[src/lrn_pkg.sv]
// Shared types, codes and helper functions of the rate network block.
package lrn_pkg;

  localparam int ACC_W = 60;

  localparam logic [2:0] CMD_WRITE_WEIGHT = 3'd0;
  localparam logic [2:0] CMD_WRITE_DRIVE  = 3'd1;
  localparam logic [2:0] CMD_SET_ACTIVITY = 3'd2;
  localparam logic [2:0] CMD_STEP         = 3'd3;
  localparam logic [2:0] CMD_DRIVEN_STEP  = 3'd4;

  localparam logic [1:0] REG_TIME_STEP      = 2'd0;
  localparam logic [1:0] REG_LEAK_RATE      = 2'd1;
  localparam logic [1:0] REG_DRIVE_STRENGTH = 2'd2;
  localparam logic [1:0] REG_ACTIVE_NEURONS = 2'd3;

  typedef struct packed {
    logic [2:0]         command;
    logic [4:0]         row_index;
    logic [4:0]         column_index;
    logic signed [31:0] value;
  } cmd_item_t;

  typedef struct packed {
    logic [4:0]         neuron_index;
    logic [15:0]        rate;
    logic signed [31:0] activity;
    logic               last;
  } res_item_t;

  typedef enum logic [2:0] {
    ACC_HOLD,
    ACC_LOAD_P,
    ACC_ADD_P,
    ACC_SUB_P,
    ACC_LOAD_X
  } acc_op_t;

  typedef struct packed {
    logic    mul_en;
    acc_op_t acc_op;
  } mac_ctrl_t;

  // Floor of x / 2^16, saturated to 32 bits signed.
  function automatic logic signed [31:0] sat_shift16(input logic signed [ACC_W-1:0] x);
    logic signed [ACC_W-17:0] s;
    s = x[ACC_W-1:16];
    if (s > (ACC_W-16)'(64'sd2147483647)) begin
      return 32'sh7fffffff;
    end else if (s < -(ACC_W-16)'(64'sd2147483648)) begin
      return 32'sh80000000;
    end
    return s[31:0];
  endfunction

  // Unsigned quotient by shift and subtract, used at elaboration only.
  function automatic logic [63:0] udiv64(input logic [63:0] num, input logic [63:0] dvs);
    logic [63:0] q;
    logic [64:0] r;
    q = '0;
    r = '0;
    for (int b = 63; b >= 0; b--) begin
      r = {r[63:0], num[b]};
      if (r >= {1'b0, dvs}) begin
        r = r - {1'b0, dvs};
        q[b] = 1'b1;
      end
    end
    return q;
  endfunction

  // Sigmoid table entry K of Entries, evaluated at elaboration only.
  function automatic logic [15:0] sig_value(input int K, input int Entries);
    longint x;
    longint t;
    longint acc;
    logic [63:0] y;
    logic [63:0] term;
    logic [63:0] r;
    logic [63:0] den;
    logic [63:0] low;
    logic [63:0] hi;
    x = longint'(udiv64(64'(K) << 20, 64'(Entries))) - 64'sd524288;
    if (x == 0) begin
      return 16'd32768;
    end
    t = (x < 0) ? -x : x;
    y = 64'(t) << 12;
    term = 64'h1_0000_0000;
    acc = 64'sh1_0000_0000;
    for (int n = 1; n <= 12; n++) begin
      term = udiv64((term * y) >> 32, 64'(n));
      if (n[0]) begin
        acc = acc - longint'(term);
      end else begin
        acc = acc + longint'(term);
      end
    end
    if (acc < 0) begin
      acc = 0;
    end
    if (acc > 64'sh0_ffff_ffff) begin
      acc = 64'sh0_ffff_ffff;
    end
    r = 64'(acc);
    for (int n = 0; n < 4; n++) begin
      r = (r * r + 64'd2147483648) >> 32;
    end
    den = 64'h1_0000_0000 + r;
    low = udiv64(r * 64'd65536 + (den >> 1), den);
    if (x < 0) begin
      return (low > 64'd65535) ? 16'hffff : low[15:0];
    end
    hi = (low > 64'd65536) ? 64'd0 : 64'd65536 - low;
    return (hi > 64'd65535) ? 16'hffff : hi[15:0];
  endfunction

endpackage

[src/lrn_mac.sv]
// Shared multiplier with product register and accumulator.
module lrn_mac (
  input  logic                              clk,
  input  lrn_pkg::mac_ctrl_t                ctrl,
  input  logic signed [33:0]                op_a,
  input  logic signed [25:0]                op_b,
  input  logic signed [lrn_pkg::ACC_W-1:0]  x_in,
  output logic signed [lrn_pkg::ACC_W-1:0]  prod,
  output logic signed [lrn_pkg::ACC_W-1:0]  acc
);

  always_ff @(posedge clk) begin
    if (ctrl.mul_en) begin
      prod <= op_a * op_b;
    end
    case (ctrl.acc_op)
      lrn_pkg::ACC_LOAD_P: acc <= prod;
      lrn_pkg::ACC_ADD_P:  acc <= acc + prod;
      lrn_pkg::ACC_SUB_P:  acc <= acc - prod;
      lrn_pkg::ACC_LOAD_X: acc <= x_in;
      default:             acc <= acc;
    endcase
  end

endmodule

[config.mk]
export PLATFORM = sky130hd
export DESIGN_NAME = lrn_mac
export DESIGN_NICKNAME = d
export VERILOG_FILES = /design/src/lrn_pkg.sv /design/src/lrn_mac.sv
export SDC_FILE = /design/constraint.sdc
export NUM_CORES = 2
export LEC_CHECK = 0
export BUFFER_PORTS_ARGS = -buffer_cell sky130_fd_sc_hd__buf_4
export CAP_MARGIN = 20
export CORE_MARGIN = 4
export CORE_UTILIZATION = 40
export DETAILED_ROUTE_END_ITERATION = 6
export PLACE_DENSITY = 0.52
export SYNTH_ARGS = -nofsm -noshare
export SYNTH_HDL_FRONTEND = slang
export SYNTH_SLANG_ARGS = --single-unit
[constraint.sdc]
create_clock -name clk -period 10.5 [get_ports clk]
set_input_delay 1.575 -clock clk [delete_from_list [all_inputs] [get_ports clk]]
set_output_delay 1.575 -clock clk [all_outputs]
set_load 0.02 [all_outputs]
==> impl_metrics.prom <==
# TYPE chip_impl_metric gauge
chip_impl_metric{name="fp.dieW",unit="um"} 325
chip_impl_metric{name="worstPathRequired",unit="ps"} 10670
chip_impl_info{name="cpMostUsedCell",value="sky130_fd_sc_hd__fa_1"} 1
chip_impl_metric{name="final.period_utilization",unit="%"} 84.9
chip_impl_metric{name="syn_area_per_cell",unit="um2"} 9.07
chip_impl_metric{name="core_region_area",unit="mm2"} 0.0990
chip_impl_metric{name="top_ports",unit=""} 245
chip_impl_metric{name="critical_path_peak_fanout",unit=""} 34
chip_impl_metric{name="worst_clock_skew",unit="ps"} 11.2
chip_impl_metric{name="multiInputGateArea",unit="mm2"} 0.0320
chip_impl_metric{name="timing.max_slew.rel_slack",unit="%"} 31.4
chip_impl_metric{name="max_cap_violations",unit=""} 0
chip_impl_metric{name="die_area",unit="mm2"} 0.106
chip_impl_metric{name="yosys_register_bits",unit=""} 120
chip_impl_metric{name="synthDistinctLibCells",unit=""} 76
chip_impl_metric{name="timing.fmax",unit="MHz"} 112
chip_impl_info{name="top_cells_by_area_synth",value="sky130_fd_sc_hd__fa_1 (45%), sky130_fd_sc_hd__inv_1 (9.3%), sky130_fd_sc_hd__edfxtp_1 (9.0%), sky130_fd_sc_hd__ha_1 (6.9%), sky130_fd_sc_hd__and2_1 (6.0%)"} 1
chip_impl_metric{name="syn_std_cell_area",unit="mm2"} 0.0402
chip_impl_metric{name="hold_viol",unit=""} 0
chip_impl_metric{name="initialDrtViolationCount",unit=""} 1907
chip_impl_info{name="cts-root-buf",value="sky130_fd_sc_hd__clkbuf_16"} 1
chip_impl_metric{name="avgRoutedWirePerCell",unit="um"} 21.2
chip_impl_metric{name="layout.area.seq",unit="mm2"} 0.00360
chip_impl_metric{name="yosys.area.top_type_share",unit="%"} 45.0
chip_impl_info{name="cts_tree",value="yes"} 1
chip_impl_metric{name="netlist_instances",unit=""} 4429
chip_impl_metric{name="report.final.setup_viol",unit=""} 0
chip_impl_metric{name="place.detailed.hpwl",unit="mm"} 97.2
chip_impl_info{name="yosys_most_used_dff",value="sky130_fd_sc_hd__edfxtp_1"} 1
chip_impl_metric{name="cts.hold.buffers_added",unit=""} 0
chip_impl_metric{name="met2RoutedLength",unit="mm"} 55.2
chip_impl_metric{name="clock_latency_of_the_later_clocked_register_in_the_worst_skew_pair",unit="ps"} 440
chip_impl_metric{name="firstDrtPassIters",unit=""} 5
chip_impl_metric{name="min_period",unit="ps"} 8910
chip_impl_metric{name="wl",unit="mm"} 123
chip_impl_metric{name="cts_h_tree_lvls",unit=""} 4
chip_impl_metric{name="synth-edff-count",unit=""} 120
chip_impl_metric{name="timing.critical_path.arrival",unit="ps"} 9080
chip_impl_metric{name="port_buffers",unit=""} 244
chip_impl_info{name="grt_setup_unrepaired",value="false"} 1
chip_impl_metric{name="residual_overflow_from_global_routing",unit=""} 0
chip_impl_metric{name="yosysSeqAreaShare",unit="%"} 8.97
chip_impl_metric{name="vias",unit=""} 29800
chip_impl_metric{name="grt_antenna_before_repair",unit=""} 2
chip_impl_info{name="netlist.top_cell.by_area",value="sky130_fd_sc_hd__fa_1"} 1
chip_impl_metric{name="flow.area_growth_from_synthesis",unit="%"} 8.25
chip_impl_metric{name="drc_markers",unit=""} 0
chip_impl_metric{name="die_y",unit="um"} 325
chip_impl_metric{name="first_pass_grt_wire_length",unit="mm"} 195
chip_impl_info{name="top_layer",value="met4"} 1
chip_impl_metric{name="post_route_cells_drive_above_1_share",unit="%"} 6.83
chip_impl_metric{name="syn-num-nets",unit=""} 5679
chip_impl_metric{name="fill_cells",unit=""} 9973
chip_impl_metric{name="track_usage",unit="%"} 23.6
chip_impl_info{name="setup.worst_path.class",value="in -> reg"} 1
chip_impl_metric{name="clk_transition_reported_paths",unit="ps"} 60
chip_impl_metric{name="cts.repair.resized",unit=""} 0
chip_impl_metric{name="clock_sinks",unit=""} 120
chip_impl_metric{name="synthesis.yosys.warnings",unit=""} 0
chip_impl_info{name="min_path_type",value="reg -> reg"} 1
chip_impl_metric{name="final_stage_net_count",unit=""} 5731
chip_impl_info{name="crit_path_start_kind",value="input port"} 1
chip_impl_metric{name="floorplan.rows",unit=""} 115
chip_impl_metric{name="pin_count_of_the_biggest_net_entering_global_routing",unit=""} 67
chip_impl_metric{name="detail-route-antenna-nets",unit=""} 0
chip_impl_metric{name="clock_path_buffers",unit=""} 2
chip_impl_info{name="worst_setup_path_end_kind",value="flop"} 1
chip_impl_metric{name="initial_utilization",unit="%"} 40.6
chip_impl_metric{name="worst-slew-pin-transition",unit="ps"} 1030
chip_impl_metric{name="cts_inserted_buffers",unit=""} 17
chip_impl_metric{name="met3_length",unit="mm"} 7.10
chip_impl_metric{name="final_max_slew_viol_count",unit=""} 0
chip_impl_info{name="cp_slowest_cell",value="sky130_fd_sc_hd__a2111oi_0"} 1
chip_impl_metric{name="setup_tns",unit="ps"} 0
chip_impl_metric{name="stage_delay_of_the_slowest_cell_on_the_critical_path",unit="ps"} 830
chip_impl_metric{name="cts_post_setup_buffers_inserted",unit=""} 0
chip_impl_metric{name="post_drt_via_cell_ratio",unit=""} 5.15
chip_impl_info{name="synth_commonest_cells",value="sky130_fd_sc_hd__inv_1 (995), sky130_fd_sc_hd__fa_1 (903), sky130_fd_sc_hd__nand2_1 (581)"} 1
chip_impl_info{name="synth_most_common_cell",value="sky130_fd_sc_hd__inv_1"} 1
chip_impl_info{name="run_status",value="complete, no violations"} 1
chip_impl_metric{name="async_flop_share",unit="%"} 0
chip_impl_metric{name="grt_pass1_vias",unit=""} 32300
chip_impl_metric{name="wl_met1",unit="mm"} 58.5
chip_impl_metric{name="globalplace.congestion",unit=""} 0.877
-- path summary, 6_finish.rpt --
kind              cells past startpoint        to  slack [ps]     start
hold / removal                        2   acc[59]         690  prod[59]
setup reg to reg                     22   acc[56]        4350   prod[1]
hold reg to reg                       2   acc[59]         690  prod[59]
setup / recovery                     26  prod[58]        1590   op_b[2]
-- final cells by class --
type	count	share of cell area [%]
multi-input cells	3091	73.6
inverters	996	8.60
flip-flops and latches	120	8.29
repair buffers	255	4.45
well taps	1287	3.70
clock buffers	17	0.979
clock inverters	14	0.348
diodes	3	0.0173
-- sequential cells by signal, indices dropped and copies added (netlist names) --
signal / count
acc: 60
prod: 60
-- placed cells by master, fill, tap and decap left out, drive strengths merged, types with 51 or more instances in the layout --
cell type,netlist,final
xnor2,103,103
buf,3,255
edfxtp,120,120
xor2,76,76
and2,386,386
nor2,113,113
a21o,64,64
a21oi,144,144
nand2,581,581
a22oi,51,51
inv,996,999
fa,903,903
ha,222,222
o21ai,121,121
-- per-stage QoR --
step	hold slack, ps	cell area [um2]	instances	util [%]	setup WS (ps)
after floorplan	730	40200	4429	-	1840
after global placement	690	42900	5748	43.3	1190
after detailed placement	686	42900	5749	43.3	1080
after CTS	703	43500	5780	43.9	1550
after global routing	757	43500	5782	43.9	1100
final	687	43500	5783	43.9	1590
-- routing by layer --
metal | GRT usage, % | vias up
met4 | 4.19 | 0
li1 | - | 13500
met5 | 0 | -
met2 | 37.3 | 819
met3 | 3.06 | 81
met1 | 35.3 | 15400
-- cells by family (layout without fill, tap and decap cells) --
| kind of cell | Yosys count | after routing | share of synthesized area, % |
|---|---|---|---|
| DFF | 120 | 120 | 8.97 |
| and+or+nand+nor | 1239 | 1239 | 15.0 |
| other | 0 | 3 | 0 |
| xor gates and xnor gates | 179 | 179 | 3.90 |
| buffers and inverters | 1218 | 1282 | 11.4 |
| AOI/OAI and AO/OA | 545 | 545 | 8.75 |
| adders and majority gates | 1125 | 1125 | 51.9 |
| muxes | 3 | 3 | 0.0748 |
-- critical path, delay by kind of cell --
| kind | cells | cell delay (ps) |
|---|---|---|
| adders and majority gates | 8 | 3910 |
| AOI/OAI and AO/OA | 7 | 2060 |
| and+or+nand+nor | 4 | 670 |
| buffers and inverters | 6 | 660 |
| xor gates and xnor gates | 1 | 150 |
Power is left out: the tool's default activity adds up to more than one toggle a clock period on the data nets, which glitch-free logic cannot reach.
